===== config.mk =====
export PLATFORM = sky130hd
export DESIGN_NAME = bsrf_ram
export DESIGN_NICKNAME = d
export VERILOG_FILES = /design/src/rtl/core/bit_stack_with_range_fill_unit_macros.svh /design/src/rtl/core/bsrf_pkg.sv /design/src/rtl/core/bsrf_ram.sv
export SDC_FILE = /design/constraint.sdc
export NUM_CORES = 2
export LEC_CHECK = 0
export BUFFER_PORTS_ARGS = -buffer_cell sky130_fd_sc_hd__buf_2
export CAP_MARGIN = 0
export CORE_MARGIN = 5
export CORE_UTILIZATION = 50
export DETAILED_ROUTE_END_ITERATION = 8
export GPL_ROUTABILITY_DRIVEN = 0
export HOLD_SLACK_MARGIN = 0.08
export PLACE_DENSITY = 0.65
export SLEW_MARGIN = 20
export SYNTH_ARGS = -nofsm -noshare
export SYNTH_HDL_FRONTEND = slang
export SYNTH_SLANG_ARGS = --single-unit

===== constraint.sdc =====
create_clock -name clock -period 7.1 [get_ports clock]
set_input_delay 0.71 -clock clock [delete_from_list [all_inputs] [get_ports clock]]
set_output_delay 0.71 -clock clock [all_outputs]
set_load 0.03 [all_outputs]

===== src/rtl/core/bit_stack_with_range_fill_unit_macros.svh =====
// Assertion macros shared by the bit stack RTL.
`ifndef BIT_STACK_WITH_RANGE_FILL_UNIT_MACROS_SVH
`define BIT_STACK_WITH_RANGE_FILL_UNIT_MACROS_SVH

// Same-cycle implication, disabled during reset.
`define BSRF_ASSERT_IMPL(label, clk, rst, ante, cons) \
   label: assert property (@(posedge clk) disable iff (rst) (ante) |-> (cons)) \
      else $error("bsrf check failed");

// Next-cycle implication, disabled during reset.
`define BSRF_ASSERT_NEXT(label, clk, rst, ante, cons) \
   label: assert property (@(posedge clk) disable iff (rst) (ante) |=> (cons)) \
      else $error("bsrf check failed");

`endif


===== src/rtl/core/bsrf_pkg.sv =====
// Package: types, codes and sizing helpers of the bit stack unit.
package bsrf_pkg;

   localparam int BSRF_CAPACITY_BITS = 4096;
   localparam int BSRF_WORD_BITS     = 64;

   localparam int OP_W       = 3;
   localparam int POS_W      = 12;
   localparam int LEN_PORT_W = 13;
   localparam int STAT_W     = 2;

   typedef enum logic [OP_W-1:0] {
      OP_PUSH   = 3'd0,
      OP_POP    = 3'd1,
      OP_TOP    = 3'd2,
      OP_GET    = 3'd3,
      OP_SET    = 3'd4,
      OP_FILL   = 3'd5,
      OP_RESIZE = 3'd6,
      OP_CLEAR  = 3'd7
   } op_type;

   typedef enum logic [STAT_W-1:0] {
      STAT_OK    = 2'd0,
      STAT_FULL  = 2'd1,
      STAT_EMPTY = 2'd2,
      STAT_RANGE = 2'd3
   } status_type;

   typedef enum logic [1:0] {
      S_IDLE  = 2'd0,
      S_SPLIT = 2'd1,
      S_ISSUE = 2'd2,
      S_WALK  = 2'd3
   } state_type;

   // Address bits for a store of the given depth (at least one).
   function automatic int addr_bits(input int depth);
      return (depth > 1) ? $clog2(depth) : 1;
   endfunction

endpackage


===== src/rtl/core/bsrf_ram.sv =====
// Generic single-write, single-read RAM with registered read data.
module bsrf_ram
   import bsrf_pkg::*;
#(
   parameter int WIDTH = 64,
   parameter int DEPTH = 64
) (
   input  logic                        clock,
   input  logic                        wr_en,
   input  logic [addr_bits(DEPTH)-1:0] wr_addr,
   input  logic [WIDTH-1:0]            wr_data,
   input  logic [addr_bits(DEPTH)-1:0] rd_addr,
   output logic [WIDTH-1:0]            rd_data
);

   logic [WIDTH-1:0] mem_ff [DEPTH];
   logic [WIDTH-1:0] rd_data_ff;

   always_ff @(posedge clock) begin
      if (wr_en) begin
         mem_ff[wr_addr] <= wr_data;
      end
      rd_data_ff <= mem_ff[rd_addr];
   end

   assign rd_data = rd_data_ff;

endmodule


==> flow_metrics.env <==
export IMPL_status="complete, no violations"
export IMPL_critPathSlowestCell="buf_2"
export IMPL_antenna_found_initial=41
export IMPL_power_mw=51.2
export IMPL_drt_iter0_markers=10743
export IMPL_synth_fa_ha_area_frac=0
export IMPL_vias_per_cell=6.63
export IMPL_synth_compound_area_frac=0.0248
export IMPL_nets=7054
export IMPL_drt_wl_total_um=426000
export IMPL_drc=0
export IMPL_crit_arrival_ns=4.09
export IMPL_netlist_instances=6598
export IMPL_max_freq_mhz=304
export IMPL_fin_util=0.567
export IMPL_synth_fp_nets=6676
export IMPL_path_clk_slew_ns=0.06
export IMPL_hpwl_um=224000
export IMPL_tightest_slew_ns=1.20
export IMPL_area_growth_pct=13.0
export IMPL_first_pass_iters=6
export IMPL_grt_util_all_layers=0.261
export IMPL_timing_setup_tns_ns=0
export IMPL_cts_resized=0
export IMPL_core_rowCount=205
export IMPL_die_x_um=569
export IMPL_synth_seq_area_share=0.795
export IMPL_placedInstanceArea_um2=163000
export IMPL_synth_top_family_by_area="multiplexers"
export IMPL_hold_end="mem_ff[43][1]"
export IMPL_finalMaxSlewViolations=0
export IMPL_r2r_slack_ns=5.00
export IMPL_cts_max_level=5
export IMPL_cp_max_fo=27
export IMPL_start_util=0.502
export IMPL_synth_edf_count=4096
export IMPL_core_area_um2=312000
export IMPL_ys_types=33
export IMPL_hold_violations=0
export IMPL_ant_nets=0
export IMPL_cp_required_ns=7.90
export IMPL_vias=76037
export IMPL_synth_ff_type="edfxtp_1"
export IMPL_grt_pass1_vias=76134
export IMPL_rsz0062_at_grt="no"
export IMPL_r2r_end="rd_data[31]"
export IMPL_syn_cell_area_um2=156000
export IMPL_cts_made_buffers=408
export IMPL_worstHoldPathType="primary input to flop"
export IMPL_grt_ovfl_total=0
export IMPL_r2r_start="mem_ff[47][31]"
export IMPL_fin_crit_sh=0.463
export IMPL_min_period_ns=3.29
export IMPL_hold_start="wr_data[1]"
export IMPL_clk_latency_ns=0.97
export IMPL_grt_pass1_wl_um=597000
export IMPL_max_stage_delay_ns=0.75
export IMPL_max_slew_margin=0.200
export IMPL_post_synth_cell_area_avg_um2=23.7
export IMPL_grt_max_degree=130
export IMPL_setup_viol=0
export IMPL_cap_violations=0
export IMPL_cts_root_buf="clkbuf_16"
export IMPL_synth_xor_area_frac=0
export IMPL_most_common_layout_cells="edfxtp_1, mux4_2, clkbuf_16"
export IMPL_yosysWarnings=0
export IMPL_layout_commonest_cell="edfxtp_1"
export IMPL_drive_gt1_frac=0.283
export IMPL_pin_count=142
export IMPL_ir_drop_v=0.000237
export IMPL_final_cell_area_um2=177000
export IMPL_rr_worst_depth=5
export IMPL_port_buffers=141
export IMPL_startpoint_type="primary input"
export IMPL_die_h_um=569
export IMPL_tritoncts="yes"
export IMPL_whs_path_depth=1
export IMPL_cts_hold_buf=0
export IMPL_path_class="primary input to flop"
export IMPL_muxShareOfSynthArea=0.156
export IMPL_powerDensity_nw_per_um2=290
export IMPL_ys_ff_latch=4160
export IMPL_synthArstFlopShare=0
export IMPL_cts_buffer_depth=4
export IMPL_yosys_area_share_simple=0.0124
export IMPL_dieArea_um2=324000
export IMPL_numClockSinks=4160
export IMPL_crit_path_frequent_cell="buf_4"
export IMPL_wire_per_inst_um=37.1
export IMPL_worstPathCellList="buf_2 -> nand2b_2 -> buf_4 -> nor2_4 -> buf_4 -> a2bb2oi_1 -> a31oi_1 -> a211oi_1"
export IMPL_skew_ns=0.0557
export IMPL_cp_end_kind="flop"
export IMPL_leakagePower_nw=55.0
export IMPL_cts_setup_buffers=0
-- through the flow --
step	instances	worst slack [ns]	hold slack, ns
2_1_floorplan	6598	0.954	0.788
3_3_place_gp	10694	2.98	0.825
3_5_place_dp	10702	2.98	0.825
4_1_cts	11453	3.98	0.293
5_1_grt	11466	3.81	0.141
6_report	11474	3.81	0.157
-- sequential cells by signal, summed over array words and instances (netlist names) --
register,flops
mem_ff,4096
rd_data,64
-- per-layer routing --
| metal | GRT usage | routed length (um) | up-vias |
|---|---|---|---|
| met5 | 0 | 60 | - |
| li1 | - | - | 29274 |
| met4 | 0.0865 | 15700 | 10 |
| met3 | 0.0557 | 45000 | 791 |
| met1 | 0.366 | 160000 | 41249 |
| met2 | 0.417 | 206000 | 4713 |
-- logic make-up (layout without fill, tap and decap cells) --
kind of cell	count (synthesis)	after routing
AOI/OAI and AO/OA	504	504
buffers and inverters	389	1108
DFF	4160	4160
muxes	1159	1159
other	0	17
and+or+nand+nor	386	386
-- final cells by class --
cell class	count	area, um2
well taps	4140	5180
diodes	17	42.5
multi-input cells	2049	30800
clock buffers	516	11000
fillers	22276	135000
clock inverters	235	2410
repair buffers	338	2900
inverters	19	71.3
flip-flops and latches	4160	124000
-- worst max-delay path, delay by kind of cell --
family	cells	cell delay (ns)
buffers and inverters	3	1.66
AND/OR/NAND/NOR	2	0.54
AO/OA/AOI/OAI	3	1.03
-- cell usage after synthesis (all sizes together), types with 11 or more instances --
master   instances  area (um2)
a211oi          63         473
a22o            88         771
a22oi          168        1260
a2bb2oi         19         166
a31oi           18         113
a41oi           26         228
and3            64         400
buf            230        1250
clkbuf         140         526
dfxtp           64        1280
edfxtp        4096      123000
inv             19        71.3
mux2i          135        1350
mux4          1024       23100
nand2           58         218
nand2b          11        68.8
nand3           45         225
nor2           112         420
nor2b           28         175
o221ai          38         333
o22ai           83         519
or2             28         175
or3             29         181
-- report_power, final --
group	total (mW)	switching, mW	internal [mW]	leakage [nW]
registers	27.3	0.131	27.2	37.4
logic	2.37	1.53	0.843	11.0
clock network	21.5	9.26	12.3	6.55
total	51.2	10.9	40.3	55.0
-- how the worst max path moves through the flow --
| stage | endpoint | slack, ns | cells past startpoint | startpoint |
|---|---|---|---|---|
| after floorplan | mem_ff[48][0] | 0.95 | 4 | wr_addr[3] |
| final | rd_data[1] | 3.81 | 8 | rd_addr[3] |
| after CTS | rd_data[36] | 3.98 | 6 | rd_addr[3] |
| after global placement | rd_data[36] | 2.98 | 6 | rd_addr[3] |
| after detailed placement | rd_data[1] | 2.98 | 8 | rd_addr[3] |
| after global routing | rd_data[54] | 3.81 | 8 | rd_addr[0] |
Power figures use the tool's default switching activity.
