==> config.mk <==
export PLATFORM = sky130hd
export DESIGN_NAME = bsrf_split
export DESIGN_NICKNAME = d
export VERILOG_FILES = /design/src/rtl/core/bit_stack_with_range_fill_unit_macros.svh /design/src/rtl/core/bsrf_pkg.sv /design/src/rtl/core/bsrf_split.sv
export SDC_FILE = /design/constraint.sdc
export NUM_CORES = 1
export LEC_CHECK = 0
export BUFFER_PORTS_ARGS = -buffer_cell sky130_fd_sc_hd__buf_2
export CORE_AREA = 8 8 45 47
export DETAILED_ROUTE_END_ITERATION = 10
export DIE_AREA = 0 0 53 55
export PLACE_DENSITY = 0.73
export SETUP_SLACK_MARGIN = 0.2
export SLEW_MARGIN = 10
export SYNTH_ARGS = -nofsm -noshare
export SYNTH_HDL_FRONTEND = slang
export SYNTH_SLANG_ARGS = --single-unit
export TNS_END_PERCENT = 20
==> constraint.sdc <==
create_clock -name clock -period 0.8 [get_ports clock]
set_input_delay 0.08 -clock clock [delete_from_list [all_inputs] [get_ports clock]]
set_output_delay 0.08 -clock clock [all_outputs]
set_load 0.01 [all_outputs]
==> src/rtl/core/bit_stack_with_range_fill_unit_macros.svh <==
// Assertion macros shared by the bit stack RTL.
`ifndef BIT_STACK_WITH_RANGE_FILL_UNIT_MACROS_SVH
`define BIT_STACK_WITH_RANGE_FILL_UNIT_MACROS_SVH

// Same-cycle implication, disabled during reset.
`define BSRF_ASSERT_IMPL(label, clk, rst, ante, cons) \
   label: assert property (@(posedge clk) disable iff (rst) (ante) |-> (cons)) \
      else $error("bsrf check failed");

// Next-cycle implication, disabled during reset.
`define BSRF_ASSERT_NEXT(label, clk, rst, ante, cons) \
   label: assert property (@(posedge clk) disable iff (rst) (ante) |=> (cons)) \
      else $error("bsrf check failed");

`endif

==> src/rtl/core/bsrf_pkg.sv <==
// Package: types, codes and sizing helpers of the bit stack unit.
package bsrf_pkg;

   localparam int BSRF_CAPACITY_BITS = 4096;
   localparam int BSRF_WORD_BITS     = 64;

   localparam int OP_W       = 3;
   localparam int POS_W      = 12;
   localparam int LEN_PORT_W = 13;
   localparam int STAT_W     = 2;

   typedef enum logic [OP_W-1:0] {
      OP_PUSH   = 3'd0,
      OP_POP    = 3'd1,
      OP_TOP    = 3'd2,
      OP_GET    = 3'd3,
      OP_SET    = 3'd4,
      OP_FILL   = 3'd5,
      OP_RESIZE = 3'd6,
      OP_CLEAR  = 3'd7
   } op_type;

   typedef enum logic [STAT_W-1:0] {
      STAT_OK    = 2'd0,
      STAT_FULL  = 2'd1,
      STAT_EMPTY = 2'd2,
      STAT_RANGE = 2'd3
   } status_type;

   typedef enum logic [1:0] {
      S_IDLE  = 2'd0,
      S_SPLIT = 2'd1,
      S_ISSUE = 2'd2,
      S_WALK  = 2'd3
   } state_type;

   // Address bits for a store of the given depth (at least one).
   function automatic int addr_bits(input int depth);
      return (depth > 1) ? $clog2(depth) : 1;
   endfunction

endpackage

==> src/rtl/core/bsrf_split.sv <==
// Two-stage split of a bit index into word address and bit offset.
module bsrf_split
   import bsrf_pkg::*;
#(
   parameter int IDX_W     = 12,
   parameter int WORD_BITS = 64,
   parameter int WORDS     = 64
) (
   input  logic                        clock,
   input  logic [IDX_W-1:0]            index,
   output logic [addr_bits(WORDS)-1:0] word_out,
   output logic [$clog2(WORD_BITS)-1:0] bit_out
);

   localparam int AW = addr_bits(WORDS);
   localparam int BW = $clog2(WORD_BITS);
   localparam int SH = IDX_W + BW;
   localparam int MW = IDX_W + 2;
   localparam int PW = IDX_W + MW;
   // ceil(2^SH / WORD_BITS): exact quotient for every index below 2^IDX_W
   localparam logic [MW-1:0] RECIP =
      MW'(((64'd1 << SH) + 64'(WORD_BITS) - 64'd1) / 64'(WORD_BITS));
   localparam logic [IDX_W-1:0] WB = IDX_W'(WORD_BITS);

   logic [PW-1:0]    prod;
   logic [AW-1:0]    q_ff;
   logic [IDX_W-1:0] idx_ff;
   logic [IDX_W-1:0] base;
   logic [IDX_W-1:0] rem;
   logic [AW-1:0]    word_ff;
   logic [BW-1:0]    bit_ff;

   assign prod = PW'(index) * PW'(RECIP);
   assign base = IDX_W'(q_ff) * WB;
   assign rem  = idx_ff - base;

   always_ff @(posedge clock) begin
      q_ff    <= AW'(prod >> SH);
      idx_ff  <= index;
      word_ff <= q_ff;
      bit_ff  <= rem[BW-1:0];
   end

   assign word_out = word_ff;
   assign bit_out  = bit_ff;

endmodule

==> results of run 1 <==
==> cell usage after synthesis, drive strengths merged <==
library cell   n  area share
dfxtp         24         1.0
==> stage by stage <==
| stage | util | cells | setup slack, ns | hold WS, ns | setup TNS (ns) |
|---|---|---|---|---|---|
| floorplan | - | 24 | 0.389 | 0.108 | 0 |
| global placement | 0.448 | 64 | 0.314 | 0.183 | 0 |
| detailed placement | 0.448 | 64 | 0.289 | 0.184 | 0 |
| CTS | 0.572 | 80 | -0.0547 | 0.340 | -0.517 |
| global route | 0.594 | 80 | -0.0862 | 0.334 | -0.917 |
| finish | 0.594 | 80 | -0.0320 | 0.333 | -0.250 |
==> final timing paths <==
check             cells past startpoint  slack [ns]            endpoint                from
setup / recovery                      1       -0.03          bit_out[4]  bit_out[4]$_DFF_P_
hold / removal                        0        0.33  bit_out[2]$_DFF_P_   idx_ff[2]$_DFF_P_
setup reg to reg                      0        0.39  bit_out[0]$_DFF_P_   idx_ff[0]$_DFF_P_
hold reg to reg                       0        0.33  bit_out[2]$_DFF_P_   idx_ff[2]$_DFF_P_
==> metal layers <==
metal	up-vias	share of wire	global-route usage
met1	125	0.34	0.0549
li1	152	-	-
met2	18	0.50	0.115
met4	0	0	0.0388
met5	-	0	0
met3	0	0.16	0.0535
==> placed cells by master, fill, tap and decap left out <==
| cell | netlist | layout |
|---|---|---|
| clkbuf_8 | 0 | 1 |
| dlygate4sd3_1 | 0 | 12 |
| dfxtp_2 | 0 | 6 |
| clkbuf_4 | 0 | 3 |
| buf_6 | 0 | 6 |
| buf_2 | 0 | 18 |
| dfxtp_1 | 24 | 18 |
==> final cells by class <==
cell class | instances | share of cell area
sequential | 24 | 0.594
tap | 16 | 0.0244
clock buffer | 4 | 0.0441
timing repair buffer | 36 | 0.338
==> registers in the layout (all words and copies together), names as in the netlist <==
name	count
bit_out	6
idx_ff	6
q_ff	6
word_out	6
==> what timing repair did <==
item,in CTS,in global routing
hold endpoints to repair,12,0
endpoints found under the setup margin,12,12
gates resized for setup,4,8
hold buffers,12,0
==> power by group through the flow <==
stage	logic, mW	clock network, mW	registers, mW
floorplan	0	0	1.32
global placement	0.0759	0	1.30
detailed placement	0.0776	0	1.30
CTS	0.128	0.629	1.28
global route	0.148	0.692	1.29
finish	0.139	0.593	1.28
==> cells by family (layout without fill, tap and decap cells) <==
family,count (synthesis),after routing
buf+inv,0,40
flops,24,24
==> out/results.ini, run 1 <==
[global_routing]
antenna_found_initial = 0
grt_pass1_vias = 313
grt_first_pass_wirelength_um = 1350
grt_max_degree = 14
grt_usage = 0.0680
grt.overflow.total = 0

[clock_tree]
cts.sink_count = 24
clockBufferDepth = 2
cts_setup_buffers = 0
cts_tree = yes
cts_root_buffer = clkbuf_4
cts_max_level = 1
cts_buffers = 3
clkTransAtPathRegs_ns = 0.12
worst_skew_pair.late_latency_ns = 0.30

[floorplanning]
design.core.area_um2 = 1380
die-area_um2 = 2920
fp-row-count = 14
die_w_um = 53
start_util = 0.347
io-pin-count = 25
die_h_um = 55

[timing]
fin_worst_skew_ns = 0.00538
final_max_slew_viol_count = 0
worstMarginPinSlew_ns = 0.118
clock.fmax_mhz = 1200
relSlewSlack = 0.921
min_period_over_period = 1.04
setup_slack_ns = -0.0320
final_hold_viol_count = 0
setup_viol = 12
fin_crit_ns = 0.832
rsz0062_at_grt = yes

[final_layout]
fillers = 113
multi_input_gates = 0
layout-drive-gt1-share = 0.531
finalInstanceArea_um2 = 822
antenna_cells = 0
nNetsFinal = 78
multi_input_area_um2 = 0
area_growth_pct = 71.1
seqCellArea_um2 = 488

[synthesis]
ys_ff_latch = 24
seq_area_frac_synth = 1.00
synth_compound_area_frac = 0
synth_fa_ha_area_frac = 0
synth.net_count = 37
yosys.area_share.simple = 0
synthXorXnorAreaFrac = 0
yosys_warnings = 0
syn_inst = 24
synth_area_per_cell_um2 = 20.0
synth_mux_area_frac = 0
syn_area_um2 = 480
ys_types = 1

[place]
place.gp.congestion = 0.634
port_buffers = 24
dpl_cell_area_um2 = 621

[drt]
vias_per_cell = 3.69
wl_per_cell_um = 11.0
first_pass_iters = 3
postRouteAntennaNets = 0
drt_iter0_drc = 4
wirelength_um = 883
drc = 0
vias = 295

[power_and_ir_drop]
power.density_nw_per_um2 = 2450
leakagePower_nw = 0.381
intPower_mw = 1.64
swShare = 0.187
design_power_total_mw = 2.01
p_seq_frac = 0.636
clock_power_share = 0.295
p_switching_uw = 375
p_comb_frac = 0.069
vdd_drop_max_uv = 1510

[critical_path]
cp-end-kind = output pin
slowest_stage = dfxtp_2
crit_path_start_kind = register
critPathKind = register to output pin
worstPathMaxFanout = 1
cpPeakStageDelay_ns = 0.34
cp.arrival_ns = 0.75
crit_chain = buf_6
critPathTopFamily = flip-flops
crit_required_ns = 0.72
crit_buf_inv = 1

[run_status]
status = finished, violations left
violations = negative setup slack

[flow_run]
maxCapViolCount = 0

[min_path]
hold_class = register to register

(Power assumes the default switching activity.)
==> run 2, diff against run 1 <==
Clock period 0.8 ns to 1 ns, I/O delays scaled along.
==> out/results.ini, run 2 (same netlist as run 1, synthesis figures left out) <==
[min_path]
hold_class = register to register  ; unchanged

[timing]
setup_viol = 0  ; was 12
fin_crit_ns = 0.852
final_max_slew_viol_count = 0  ; unchanged
whs_ns = 0.333  ; about the same
relSlewSlack = 0.921  ; unchanged
min_period_over_period = 0.852
final_hold_viol_count = 0  ; unchanged
fin_worst_skew_ns = 0.00527  ; was 0.00538 ns
worstMarginPinSlew_ns = 0.118  ; unchanged
rsz0062_at_grt = yes  ; unchanged
clock.fmax_mhz = 1170
fin_tns_setup_ns = 0  ; was -0.250 ns

[floorplanning]
die_w_um = 53  ; unchanged
die-area_um2 = 2920  ; unchanged
start_util = 0.347  ; unchanged
die_h_um = 55  ; unchanged
io-pin-count = 25  ; unchanged
design.core.area_um2 = 1380  ; unchanged
fp-row-count = 14  ; unchanged

[drt]
wirelength_um = 884  ; was 883 µm
vias = 295  ; unchanged
first_pass_iters = 3  ; unchanged
postRouteAntennaNets = 0  ; unchanged
wl_per_cell_um = 11.1  ; was 11.0 µm
drt_iter0_drc = 4  ; unchanged
vias_per_cell = 3.69  ; unchanged
drc = 0  ; unchanged

[clock_tree]
clockBufferDepth = 2  ; unchanged
cts_root_buffer = clkbuf_4  ; unchanged
cts_tree = yes  ; unchanged
cts_max_level = 1  ; unchanged
cts_setup_buffers = 0  ; unchanged
worst_skew_pair.late_latency_ns = 0.30  ; about the same
cts.sink_count = 24  ; unchanged
cts_buffers = 3  ; unchanged
clkTransAtPathRegs_ns = 0.12  ; about the same

[power_and_ir_drop]
leakagePower_nw = 0.379  ; was 0.381 nW
vdd_drop_max_uv = 1210  ; was 1510 µV
power.density_nw_per_um2 = 1970  ; was 2450 nW/µm²
design_power_total_mw = 1.61  ; was 2.01 mW

[final_layout]
utilization = 0.589  ; was 0.594
fillers = 115  ; was 113
final_cell_mix = dfxtp_1, buf_2, dlygate4sd3_1  ; unchanged
area_growth_pct = 69.5  ; was 71.1%
nNetsFinal = 78  ; unchanged
fin_cells = 80  ; unchanged
multi_input_gates = 0  ; unchanged
multi_input_area_um2 = 0  ; unchanged
antenna_cells = 0  ; unchanged
layout-drive-gt1-share = 0.516  ; was 0.531

[place]
place_inst = 64  ; unchanged
place.gp.congestion = 0.634  ; unchanged
port_buffers = 24  ; unchanged

[critical_path]
cp.arrival_ns = 0.75  ; about the same
r2r-end = bit_out[0]$_DFF_P_  ; unchanged
worstPathMaxFanout = 1  ; unchanged
critPathKind = register to output pin  ; unchanged
crit_buf_inv = 1  ; unchanged
critPathLaunch = bit_out[4]$_DFF_P_  ; unchanged
crit_chain = buf_6  ; unchanged
cp-end-kind = output pin  ; unchanged
crit_required_ns = 0.90  ; was 0.72 ns
slowest_stage = dfxtp_2  ; unchanged
cpPeakStageDelay_ns = 0.34  ; about the same
ff2ff_path_depth = 0  ; unchanged
critPathTopFamily = flip-flops  ; unchanged
crit-reg2reg-launch = idx_ff[0]$_DFF_P_  ; unchanged
rrSetupSlack_ns = 0.59  ; was 0.39 ns
crit_cells = 1  ; unchanged
crit_end = bit_out[4]  ; unchanged
crit_path_start_kind = register  ; unchanged

[global_routing]
antenna_found_initial = 0  ; unchanged
grt.overflow.total = 0  ; unchanged
grt_pass1_vias = 313  ; unchanged
grt_usage = 0.0680  ; unchanged
grt_max_degree = 14  ; unchanged
grt_first_pass_wirelength_um = 1350  ; unchanged

[flow_run]
maxCapViolCount = 0  ; unchanged

[run_status]
status = finished clean  ; was finished, violations left

[run 2: cell counts in the layout (fill, tap and decap cells not counted)]
No cell type changed its count.
[run 2: per-stage QoR]
step           area [µm²]  worst slack (ns)
2_1_floorplan         480             0.569
3_3_place_gp          621             0.494
3_5_place_dp          621             0.469
4_1_cts               792             0.125
5_1_grt               815            0.0938
6_report              815             0.148
[run 2: worst min path at each step]
stage / startpoint / to / slack [ns] / depth (start not counted)
floorplan: index[0] / idx_ff[0]$_DFF_P_ / 0.13 / 0
global placement: index[5] / idx_ff[5]$_DFF_P_ / 0.20 / 1
detailed placement: index[11] / q_ff[5]$_DFF_P_ / 0.20 / 1
CTS: idx_ff[4]$_DFF_P_ / bit_out[4]$_DFF_P_ / 0.34 / 0
global route: idx_ff[2]$_DFF_P_ / bit_out[2]$_DFF_P_ / 0.33 / 0
finish: idx_ff[2]$_DFF_P_ / bit_out[2]$_DFF_P_ / 0.33 / 0
[run 2: where the power goes]
| part | switching [mW] | total [mW] | internal [mW] |
|---|---|---|---|
| combinational | 0.0342 | 0.109 | 0.0749 |
| sequential | 0.0127 | 1.02 | 1.01 |
| clock | 0.253 | 0.475 | 0.222 |
[run 2: layout make-up]
type / count / area [µm²] / area share
Clock buffer: 4 / 36.3 / 0.0445
Timing Repair Buffer: 36 / 272 / 0.333
Sequential cell: 24 / 487 / 0.598
Tap cell: 16 / 20.0 / 0.0246
[run 2: repair_timing]
action / in CTS / in global routing
endpoints found under the setup margin: 12 / 12
gates cloned: 0 / 0
gates resized for setup: 4 / 6
hold buffers: 12 / 0
endpoints found under the hold margin: 12 / 0
[run 2: layer usage]
metal,GRT usage,vias to the layer above,routed length [µm]
met5,0,-,0
met2,0.115,18,437
met3,0.0535,0,145
met4,0.0388,0,0
met1,0.0549,125,301
li1,-,152,-
